==> src/design/obt_pkg.sv <==
// obt_pkg: shared types, widths and helper functions for the oriented-box
// overlap test. Used by every module of the block; depends on nothing.
package obt_pkg;

  localparam int CW    = 24;            // centre, signed Q15.8
  localparam int QW    = 16;            // quaternion / axis, signed Q1.14
  localparam int HW    = 23;            // half extent, unsigned Q15.8
  localparam int DW    = CW + 1;        // centre difference
  localparam int LW    = 19;            // test axis component (cross axes grow)
  localparam int MA_W  = 25;            // multiplier operand A
  localparam int MB_W  = 35;            // multiplier operand B
  localparam int PW    = MA_W + MB_W;   // full product
  localparam int PQW   = 32;            // quaternion component product
  localparam int ACC_W = 48;            // dot product accumulator
  localparam int MAG_W = 35;            // |axis . box axis|
  localparam int RAD_W = 62;            // projected radius sum
  localparam int CMP_W = 64;            // separation compare
  localparam int RSH   = 14;            // Q14 rounding shift
  localparam int EW    = 36;            // rotation matrix entry before rounding

  localparam logic [4:0] LAST_SLOT  = 5'd26;
  localparam logic [4:0] LAST_QPROD = 5'd8;
  localparam logic [4:0] LAST_CROSS = 5'd5;
  localparam logic [2:0] LAST_FACE  = 3'd5;
  localparam logic [1:0] LAST_IDX   = 2'd2;

  typedef enum logic {
    CMD_LOAD = 1'b0,
    CMD_TEST = 1'b1
  } cmd_e;

  typedef struct packed {
    cmd_e                 cmd;
    logic [2:0][CW-1:0]   ctr;
    logic [3:0][QW-1:0]   rot;   // 0 w, 1 x, 2 y, 3 z
    logic [2:0][HW-1:0]   half;
  } item_t;

  // front to back: head of the input queue
  typedef struct packed {
    logic  vld;
    logic  is_test;
    item_t item;
  } fr_t;

  // back to result queue
  typedef struct packed {
    logic push;
    logic overlap;
  } res_t;

  typedef enum logic [2:0] {
    WB_NONE,
    WB_QP,
    WB_DIST,
    WB_MAG,
    WB_RAD,
    WB_CROSS
  } wb_e;

  typedef struct packed {
    wb_e        wb;
    logic       last;
    logic       neg;
    logic [3:0] idx;
  } tag_t;

  typedef enum logic [1:0] {
    SK_DIST,
    SK_PROJ,
    SK_RAD
  } sk_e;

  typedef struct packed {
    sk_e        kind;
    logic [2:0] grp;
    logic [1:0] k;
  } slot_t;

  typedef enum logic [3:0] {
    ST_IDLE,
    ST_QUAT,
    ST_QDRAIN,
    ST_AXES,
    ST_SETAX,
    ST_CROSS,
    ST_CDRAIN,
    ST_TEST,
    ST_TDRAIN,
    ST_CMP,
    ST_OUT
  } st_e;

  // Axis test schedule: centre dot, then six box-axis dots, each radius
  // product issued once the following group's dots are under way.
  function automatic slot_t slot_decode(input logic [4:0] s);
    slot_t      r;
    logic [4:0] t;
    r = '{kind: SK_DIST, grp: 3'd0, k: 2'd0};
    t = s - 5'd9;
    priority if (s < 5'd3) begin
      r.kind = SK_DIST;
      r.k    = s[1:0];
    end else if (s < 5'd6) begin
      r.kind = SK_PROJ;
      r.grp  = 3'd0;
      r.k    = 2'(s - 5'd3);
    end else if (s < 5'd9) begin
      r.kind = SK_PROJ;
      r.grp  = 3'd1;
      r.k    = 2'(s - 5'd6);
    end else if (t == 5'd17) begin
      r.kind = SK_RAD;
      r.grp  = 3'd5;
    end else if (t[1:0] == 2'd0) begin
      r.kind = SK_RAD;
      r.grp  = t[4:2];
    end else begin
      r.kind = SK_PROJ;
      r.grp  = t[4:2] + 3'd2;
      r.k    = t[1:0] - 2'd1;
    end
    return r;
  endfunction

  // cross component terms: {a index, b index}
  function automatic logic [3:0] cross_ops(input logic [2:0] c);
    logic [3:0] r;
    unique case (c)
      3'd0:    r = {2'd1, 2'd2};
      3'd1:    r = {2'd2, 2'd1};
      3'd2:    r = {2'd2, 2'd0};
      3'd3:    r = {2'd0, 2'd2};
      3'd4:    r = {2'd0, 2'd1};
      3'd5:    r = {2'd1, 2'd0};
      default: r = {2'd0, 2'd0};
    endcase
    return r;
  endfunction

  // quaternion products xx yy zz xy xz yz wx wy wz
  function automatic logic [3:0] quat_ops(input logic [3:0] c);
    logic [3:0] r;
    unique case (c)
      4'd0:    r = {2'd1, 2'd1};
      4'd1:    r = {2'd2, 2'd2};
      4'd2:    r = {2'd3, 2'd3};
      4'd3:    r = {2'd1, 2'd2};
      4'd4:    r = {2'd1, 2'd3};
      4'd5:    r = {2'd2, 2'd3};
      4'd6:    r = {2'd0, 2'd1};
      4'd7:    r = {2'd0, 2'd2};
      4'd8:    r = {2'd0, 2'd3};
      default: r = {2'd0, 2'd0};
    endcase
    return r;
  endfunction

endpackage

==> src/design/obt_resq.sv <==
// obt_resq: two-word result queue between the back end and the result port.
// Depends on obt_pkg.
module obt_resq import obt_pkg::*; (
  input  logic clk_i,
  input  logic rst_ni,
  input  res_t res_i,
  output logic rfull_o,
  output logic empty,
  input  logic pop,
  output logic overlap_o
);

  logic [1:0] cnt_q;
  logic       ent_q [2];
  logic       wr, rd;

  assign wr      = res_i.push && !rfull_o;
  assign rd      = pop && !empty;
  assign rfull_o = (cnt_q == 2'd2);
  assign empty   = (cnt_q == 2'd0);

  always_ff @(posedge clk_i or negedge rst_ni) begin
    if (!rst_ni) begin
      cnt_q <= 2'd0;
    end else begin
      cnt_q <= cnt_q + 2'(wr) - 2'(rd);
    end
  end

  always_ff @(posedge clk_i) begin
    if (wr && ((cnt_q - 2'(rd)) == 2'd0)) begin
      ent_q[0] <= res_i.overlap;
    end else if (rd) begin
      ent_q[0] <= ent_q[1];
    end
    if (wr && ((cnt_q - 2'(rd)) != 2'd0)) begin
      ent_q[1] <= res_i.overlap;
    end
  end

  assign overlap_o = ent_q[0];

endmodule

==> config.mk <==
export PLATFORM = sky130hd
export DESIGN_NAME = obt_resq
export DESIGN_NICKNAME = d
export VERILOG_FILES = /design/src/design/obt_pkg.sv /design/src/design/obt_resq.sv
export SDC_FILE = /design/constraint.sdc
export NUM_CORES = 1
export LEC_CHECK = 0
export BUFFER_PORTS_ARGS = -buffer_cell sky130_fd_sc_hd__buf_4
export CORE_AREA = 2 2 39 41
export CTS_CLUSTER_DIAMETER = 30
export DETAILED_ROUTE_END_ITERATION = 10
export DIE_AREA = 0 0 41 43
export HOLD_SLACK_MARGIN = 0.02
export PLACE_DENSITY = 0.33
export SYNTH_ARGS = -nofsm -noshare
export SYNTH_HDL_FRONTEND = slang
export SYNTH_SLANG_ARGS = --single-unit
==> constraint.sdc <==
create_clock -name clk_i -period 1.4 [get_ports clk_i]
set_clock_uncertainty 0.05 [all_clocks]
set_input_delay 0.28 -clock clk_i [delete_from_list [all_inputs] [get_ports clk_i]]
set_output_delay 0.28 -clock clk_i [all_outputs]
set_load 0.02 [all_outputs]
==> results.txt, run 1 <==
Counting every instance in the synthesized netlist gives 20. The clock tree root driver cell is sky130_fd_sc_hd__clkbuf_4. The critical path ends at cnt_q[1]. TritonCTS built the clock tree. The total iterations of the first detailed-routing run came out at 2. The number of nets in the synthesized netlist came out at 27. The flow ran to the end, but the final reports show violations. The synthesis-to-layout area growth is 109%. The transition time at the pin with the least slew margin came out at 0.258 ns. The die boundary height came out at 43 microns.

The clock reaches the later pin of the worst-skew pair after 0.24 ns. The number of placed cells counting well taps is 48. Across all register-to-register paths, the minimum setup slack is -0.14 ns. The first-iteration detailed-routing DRC count came out at 7. STA classifies the critical path endpoint as a flip-flop. The number of vias after detailed routing is 219.

The worst-case headroom to the max-slew limit came out at 82.7%. The share of layout cells above drive strength 1 came out at 65.0%. The met2 routing resource usage after global routing came out at 11.9%.

The number of cell rows is 14. For this run the aggregate overflow at the end of global routing stands at 0. The post-route DRC violation count came out at 0. The endpoint arrival time on the critical path came out at 1.63 ns. The TritonCTS sink count is 4. Setup slack on the critical path of the routed design comes to -0.138 ns.

For this run, global-route usage on met1 was measured as 9.68%. The core region area is 1380 sq um. The utilization after layout is 32.8%. The TritonCTS buffer count is 3.

The post-layout minimum cycle time came out at 1.54 ns. The slowest cell on the critical path is sky130_fd_sc_hd__dfrtp_2. Setup repair after global routing could not meet its margin everywhere.

The fraction of power spent switching nets is 36.6%. The critical path runs through a total of 7 cells. The largest driver fanout on the critical path is 4. The clock power share came out at 15.6%. In the final design database the tool counted 48 nets.

The global placer's final weighted congestion came out at 0.716. The combined area of all synthesized cells is 218 sq um. The clock transition time at the flip-flop clock pins of the worst setup and hold paths came out at 0.05 ns.

The starting density of the core came out at 15.7%. The worst setup path is of the flip-flop to flip-flop kind. The initial antenna violation count came to 0. The post-synthesis sequential area ratio is 50.6%. The number of input and output port buffers inserted is 7.

Using the TritonRoute via totals, the vias-per-cell ratio works out to 3.91. The type of the worst min-delay path is primary input to flip-flop. The startpoint of the lowest-slack register-to-register path is cnt_q[1]. The number of levels the H-tree was split into is 1. The final wirelength is 553 microns. The largest buffer count on any clock path came out at 2. The most common cell after layout, fill and taps aside is sky130_fd_sc_hd__buf_4.

The share of the clock period used by the worst path is 110%. The data required time of the worst path came out at 1.50 ns. In this run, flip-flops and latches consume 22.4% of the power. The dominant delay contributor by cell family on the critical path is adder cells.

The number of synthesized register bits is 4. The logic gate share of total power is 62.0%. The internal power contribution came out at 657 uW. The global routing stage identified its most utilized layer as met2. The number of maximum-capacitance constraint violations is 0.

Synthesis instantiated 13 different standard cells from the library. The signal on the critical path passes through inv_1, o21ai_1, ha_4, inv_2, ha_4, xnor2_2, xnor2_1. In this design, the stage delay of the slowest critical-path cell is 0.43 ns. The critical path starts at cnt_q[1]. The final reports fail on setup timing. The met3 track demand over resource in global routing is 4.71%. The via count of the first global-routing pass came out at 244. The fmax came out at 0.650 GHz. The floorplan step defined a die boundary enclosing 1760 sq um. The power per unit of standard cell area came out at 2280 nW/um^2. Across the VDD grid, the largest voltage drop is 812 uV. The max-slew violation total from the final report came out at 0. In this design, the critical path's most frequently occurring cell is sky130_fd_sc_hd__ha_4. In the layout the commonest cells are 12 x sky130_fd_sc_hd__buf_4, 3 x sky130_fd_sc_hd__clkbuf_4, 3 x sky130_fd_sc_hd__buf_6. The I/O pin count came out at 8.

Counting instances, the worst hold path has a depth of 1. STA classifies the critical path startpoint as a flip-flop. The worst register-to-register path ends at cnt_q[1].

The average instance area after synthesis came out at 10.9 sq um. The number of fill cells came out at 144. The number of diodes added for antenna fixing is 0. After the flow finishes, the layout carries non-filler instances totaling 56. The global-route usage over all layers came out at 8.34%. The final hold violation count is 0.

The leakage component of the power came out at 0.203 nW. The total buffers and inverters traversed by the critical path came out at 2. The number of cells on the worst reg-to-reg path is 7. Dividing the detail-routed wire length by the instance count gives 9.88 microns. The total negative slack for setup checks is -0.198 ns.

The wire length of the first global-routing pass is 952 microns. The largest net degree at the start of global routing is 5. The horizontal die dimension came out at 41 microns. Yosys printed 0 warnings.

The number of antenna-violating nets in the routed design is 0. Overall power consumption after layout is estimated at 1.04 mW. The number of failing setup endpoints in the final timing report came out at 2. At the placement stage, the worst setup path has a slack of -0.179 ns. The total net switching power is 379 uW.
repair_timing:
action | in CTS | in global routing
pin swaps | 3 | 4
buffers inserted | 3 | 3
gates resized for setup | 5 | 8
hold endpoints to repair | 2 | 0
setup endpoints to repair | 3 | 5
hold buffers | 1 | 0
flip-flops by register name, summed over array words and instances, names as in the netlist:
| name | flops |
|---|---|
| ent_q | 2 |
| cnt_q | 2 |
worst reg2reg max path, stage by stage, from the launching register on:
cell	delay, ns
sky130_fd_sc_hd__dfrtp_2	0.43
sky130_fd_sc_hd__inv_1	0.09
sky130_fd_sc_hd__o21ai_1	0.12
sky130_fd_sc_hd__ha_4	0.28
sky130_fd_sc_hd__inv_2	0.03
sky130_fd_sc_hd__ha_4	0.15
sky130_fd_sc_hd__xnor2_2	0.17
sky130_fd_sc_hd__xnor2_1	0.14
power by group through the flow:
| stage | logic, mW | clock network, mW | registers (mW) |
|---|---|---|---|
| after floorplan | 0.219 | 0 | 0.243 |
| after detailed placement | 0.407 | 0 | 0.234 |
| after CTS | 0.524 | 0.167 | 0.232 |
| after global routing | 0.717 | 0.184 | 0.237 |
| final | 0.643 | 0.161 | 0.232 |
| after global placement | 0.416 | 0 | 0.234 |
kinds of logic (layout without fill, tap and decap cells):
logic type / after synthesis / in the layout / synth area share [%]
buffers and inverters: 2 / 22 / 3.45
AND/OR/NAND/NOR: 5 / 5 / 10.9
multiplexers: 1 / 1 / 5.17
XOR/XNOR: 2 / 2 / 8.05
adder cells (fa/ha/maj): 2 / 2 / 11.5
AO/OA/AOI/OAI: 4 / 4 / 10.3
flip-flops: 4 / 4 / 50.6
synth_stat cells:
master                     n  area [sq um]
sky130_fd_sc_hd__nor2b_1   2          12.5
sky130_fd_sc_hd__a21oi_1   1          5.00
sky130_fd_sc_hd__mux2_1    1          11.3
sky130_fd_sc_hd__nand2_1   1          3.75
sky130_fd_sc_hd__inv_1     2          7.51
sky130_fd_sc_hd__a21o_1    1          7.51
sky130_fd_sc_hd__ha_1      2          25.0
sky130_fd_sc_hd__o21ai_1   1          5.00
sky130_fd_sc_hd__dfrtp_1   2          50.1
sky130_fd_sc_hd__xnor2_1   2          17.5
sky130_fd_sc_hd__nor2_1    2          7.51
sky130_fd_sc_hd__o21ai_0   1          5.00
sky130_fd_sc_hd__edfxtp_1  2          60.1
layout make-up:
type	count	area (sq um)	area share [%]
clock buffer	4	26.3	5.79
inverter	2	7.51	1.65
multi-input combinational	14	155	34.2
sequential	4	111	24.5
tap	16	20.0	4.41
timing repair buffer	16	134	29.5
worst min path at each step:
stage,start,to,slack [ns]
after global routing,res_i[0],ent_q[0][1],0.16
after floorplan,rst_ni,cnt_q[0],-0.07
after detailed placement,rst_ni,cnt_q[1],0.01
final,res_i[0],ent_q[0][1],0.17
after global placement,rst_ni,cnt_q[1],0.01
after CTS,res_i[0],ent_q[0][1],0.17
metrics by stage:
stage / hold WS [ns] / instance area, sq um
2_1_floorplan: -0.0656 / 228
3_3_place_gp: 0.0134 / 338
3_5_place_dp: 0.0136 / 338
4_1_cts: 0.169 / 412
5_1_grt: 0.158 / 454
6_report: 0.172 / 454
layer usage:
metal,part of all wire [%],vias to the layer above
met1,35,107
met2,58,6
met5,0,-
met4,0,0
met3,6.5,0
li1,-,106
No activity file was read; power rests on OpenSTA's default activity.
==> inputs of run 2 (changes only) <==
--- a/config.mk
+++ b/config.mk
@@ -11,7 +11,7 @@
 export DETAILED_ROUTE_END_ITERATION = 10
 export DIE_AREA = 0 0 41 43
 export HOLD_SLACK_MARGIN = 0.02
-export PLACE_DENSITY = 0.33
+export PLACE_DENSITY = 0.32
 export SYNTH_ARGS = -nofsm -noshare
 export SYNTH_HDL_FRONTEND = slang
 export SYNTH_SLANG_ARGS = --single-unit
==> constraint.sdc (replaced) <==
create_clock -name clk_i -period 1.5 [get_ports clk_i]
set_clock_uncertainty 0.05 [all_clocks]
set_input_delay 0.3 -clock clk_i [delete_from_list [all_inputs] [get_ports clk_i]]
set_output_delay 0.3 -clock clk_i [all_outputs]
set_load 0.02 [all_outputs]
==> run 2 against run 1 <==
Against the previous run:
- worst setup slack better by 0.13 ns
- combinational power down 19%
- sequential share of layout area up 2.3 points
- the flow still finishes with violations (setup timing)
- power down 14%
- fmax up 1.9%
- clock-buffer cell count unchanged
- critical path depth unchanged
- worst hold slack better by 0.023 ns
- critical path type unchanged
- first-iteration DRC count down 100%
- clock power down 6%
- sequential power down 6%
==> results.txt, run 2 (synthesized netlist as in run 1, its figures left out) <==
The share of layout cells above drive strength 1 came out at 57.5% (was 65.0%). The number of nets in the layout came out at 48 (unchanged). The number of placed cells counting well taps is 48 (unchanged). The total buffers and inverters traversed by the critical path was 1 (was 2). The synthesis-to-layout area growth came out at 90.8% (was 109%). The total grt overflow is 0 (unchanged). The largest buffer count on any clock path came out at 2 (unchanged).

The startpoint class of the critical path is a flip-flop (unchanged). The type of the worst min-delay path is primary input to flip-flop (unchanged). The horizontal die dimension is 41 microns (unchanged). The leakage component of the power is 0.196 nW (was 0.203 nW). The number of antenna-violating nets in the routed design is 0 (unchanged). The filler-free cell count of the finished design is 56 (unchanged).

The power per unit of standard cell area came to 2140 nW/um^2 (was 2280 nW/um^2). The area enclosed by the die boundary was 1760 sq um (unchanged). The fmax is 0.662 GHz (was 0.650 GHz). The core region area is 1380 sq um (unchanged). The largest driver fanout on the critical path was 4 (unchanged). The slowest cell on the critical path is sky130_fd_sc_hd__dfrtp_1 (was sky130_fd_sc_hd__dfrtp_2).

The largest net degree at the start of global routing came to 5 (unchanged). The total net switching power came to 301 uW (was 379 uW). The total iterations of the first detailed-routing run is 1 (was 2). The latest clock arrival within the worst-skew pair came out at 0.23 ns (was 0.24 ns). The number of cell rows came out at 14 (unchanged). Biggest registers after layout: cnt_q: 2 flops, ent_q: 2 flops (unchanged). The delay contributed by the slowest stage of the critical path came out at 0.42 ns (was 0.43 ns). The met2 routing resource usage after global routing came out at 11.6% (was 11.9%). Most frequent cells in the layout: 13 x sky130_fd_sc_hd__buf_4, 3 x sky130_fd_sc_hd__clkbuf_4 (was 12 x sky130_fd_sc_hd__buf_4, 3 x sky130_fd_sc_hd__clkbuf_4, 3 x sky130_fd_sc_hd__buf_6). The number of input and output port buffers inserted came to 7 (unchanged). The dominant delay contributor by cell family on the critical path is adder cells (unchanged).

The starting density of the core came out at 15.7% (unchanged). The clock tree root driver cell is sky130_fd_sc_hd__clkbuf_4 (unchanged). The final hold violation count came out at 0 (unchanged). Setup repair after global routing missed its margin: yes (unchanged). The endpoint arrival time on the critical path is 1.57 ns (was 1.63 ns).

The routed wirelength normalized by instance count came out at 8.14 microns (was 9.88 microns). The TritonCTS sink count is 4 (unchanged). The part of the total power dissipated in sequential elements is 24.5% (was 22.4%). The data required time of the worst path came out at 1.56 ns (was 1.50 ns).

The fraction of power spent switching nets came out at 33.8% (was 36.6%). The first-iteration detailed-routing DRC count is 0 (was 7). The final wirelength is 456 microns (was 553 microns). The total negative slack for setup checks came out at -0.00999 ns (was -0.198 ns). The TritonCTS buffer count came out at 3 (unchanged). The share of the clock period used by the worst path is 101% (was 110%). The HPWL after detailed placement is 346 microns.

The met1 global-route usage is 6.17% (was 9.68%). The I/O pin count is 8 (unchanged). The register-to-register setup slack is -0.01 ns (was -0.14 ns). The max-slew violation total from the final report is 0 (unchanged).

The most common cell after layout, fill and taps aside is sky130_fd_sc_hd__buf_4 (unchanged). The worst-case headroom to the max-slew limit came out at 88.5% (was 82.7%). The kind of critical path was flip-flop to flip-flop (unchanged). The endpoint type of the worst setup path is a flip-flop (unchanged). The initial antenna violation count came to 0 (unchanged). The hold slack is 0.195 ns (was 0.172 ns). The internal power contribution came out at 588 uW (was 657 uW). The wire length of the first global-routing pass came out at 793 microns (was 952 microns). The post-route DRC violation count came out at 0 (unchanged). Result of the run: finished with violations (unchanged). The worst setup slack after layout is -0.00999 ns (was -0.138 ns). The most used routing layer was met2 (unchanged). The logic gate share of total power came to 58.4% (was 62.0%). Chain of cells forming the critical path: nor2_4, nor2b_2, ha_1, inv_1, ha_2, xnor2_2, xnor2_1 (was inv_1, o21ai_1, ha_4, inv_2, ha_4, xnor2_2, xnor2_1). The transition time at the pin with the least slew margin came to 0.172 ns (was 0.258 ns). The met3 track demand over resource in global routing is 9.42% (was 4.71%). The number of diodes added for antenna fixing is 0 (unchanged). The post-layout minimum cycle time came to 1.51 ns (was 1.54 ns).

The clock transition time at the flip-flop clock pins of the worst setup and hold paths came out at 0.05 ns (about the same). The number of maximum-capacitance constraint violations came out at 0 (unchanged). The clock power share is 17.0% (was 15.6%). The number of fill cells is 150 (was 144). The global placer's final weighted congestion is 0.671 (was 0.716). The global-route usage over all layers was 7.45% (was 8.34%). The number of failing setup endpoints in the final timing report came to 1 (was 2). The number of vias after detailed routing was 209 (was 219).

The via count of the first global-routing pass came out at 208 (was 244). The average vias per placed instance is 3.73 (was 3.91). The number of levels the H-tree was split into came out at 1 (unchanged). The TritonCTS clock tree is yes (unchanged). Failing checks: setup timing (unchanged). The worst IR drop on VDD came out at 748 uV (was 812 uV). The die boundary height came out at 43 microns (unchanged).

The utilization after layout is 30.0% (was 32.8%).
==> run 2: power by group through the flow <==
stage | Sequential (mW) | Clock, mW | Combinational, mW
finish | 0.218 | 0.151 | 0.519
global route | 0.223 | 0.172 | 0.575
CTS | 0.214 | 0.158 | 0.489
detailed placement | 0.216 | 0 | 0.416
global placement | 0.216 | 0 | 0.416
floorplan | 0.227 | 0 | 0.205
==> run 2: worst reg2reg max path, stage by stage, from the launching register on <==
cell	delay, ns
sky130_fd_sc_hd__dfrtp_1	0.42
sky130_fd_sc_hd__nor2_4	0.14
sky130_fd_sc_hd__nor2b_2	0.06
sky130_fd_sc_hd__ha_1	0.26
sky130_fd_sc_hd__inv_1	0.04
sky130_fd_sc_hd__ha_2	0.17
sky130_fd_sc_hd__xnor2_2	0.13
sky130_fd_sc_hd__xnor2_1	0.13
==> run 2: timing repair <==
action	4_1_cts	5_1_grt
gates cloned	0	0
pin swaps	3	2
hold buffers	1	0
gates resized for setup	3	3
hold endpoints to repair	2	0
setup buffers	2	1
endpoints found under the setup margin	1	4
==> run 2: layout make-up <==
type	instances	area [sq um]	share of cell area (%)
repair buffers	16	130	31.3
multi-input cells	14	120	28.9
flip-flops and latches	4	111	26.8
clock buffers	4	26.3	6.33
well taps	16	20.0	4.82
inverters	2	7.51	1.81
==> run 2: metrics by stage <==
step           power (mW)  worst slack, ns  instance area, sq um
2_1_floorplan       0.432          -0.0902                   228
3_3_place_gp        0.632          -0.0449                   338
3_5_place_dp        0.632          -0.0665                   338
4_1_cts             0.860          -0.0192                   399
5_1_grt             0.970          -0.0755                   415
6_report            0.888         -0.00999                   415
==> run 2: path summary, 6_finish.rpt <==
check                            start     endpoint  cells past startpoint
hold reg to reg            ent_q[0][1]  ent_q[0][0]                      1
setup reg to reg              cnt_q[1]     cnt_q[1]                      7
max in group asynchronous       rst_ni     cnt_q[0]                      2
hold / removal                res_i[0]  ent_q[0][1]                      1
setup / recovery              cnt_q[1]     cnt_q[1]                      7
min in group asynchronous       rst_ni     cnt_q[1]                      2
==> run 2: metal layers <==
layer / part of all wire [%] / vias to the layer above
met1: 37 / 97
met4: 0 / 0
met2: 53 / 6
met3: 9.9 / 0
met5: 0 / -
li1: - / 106
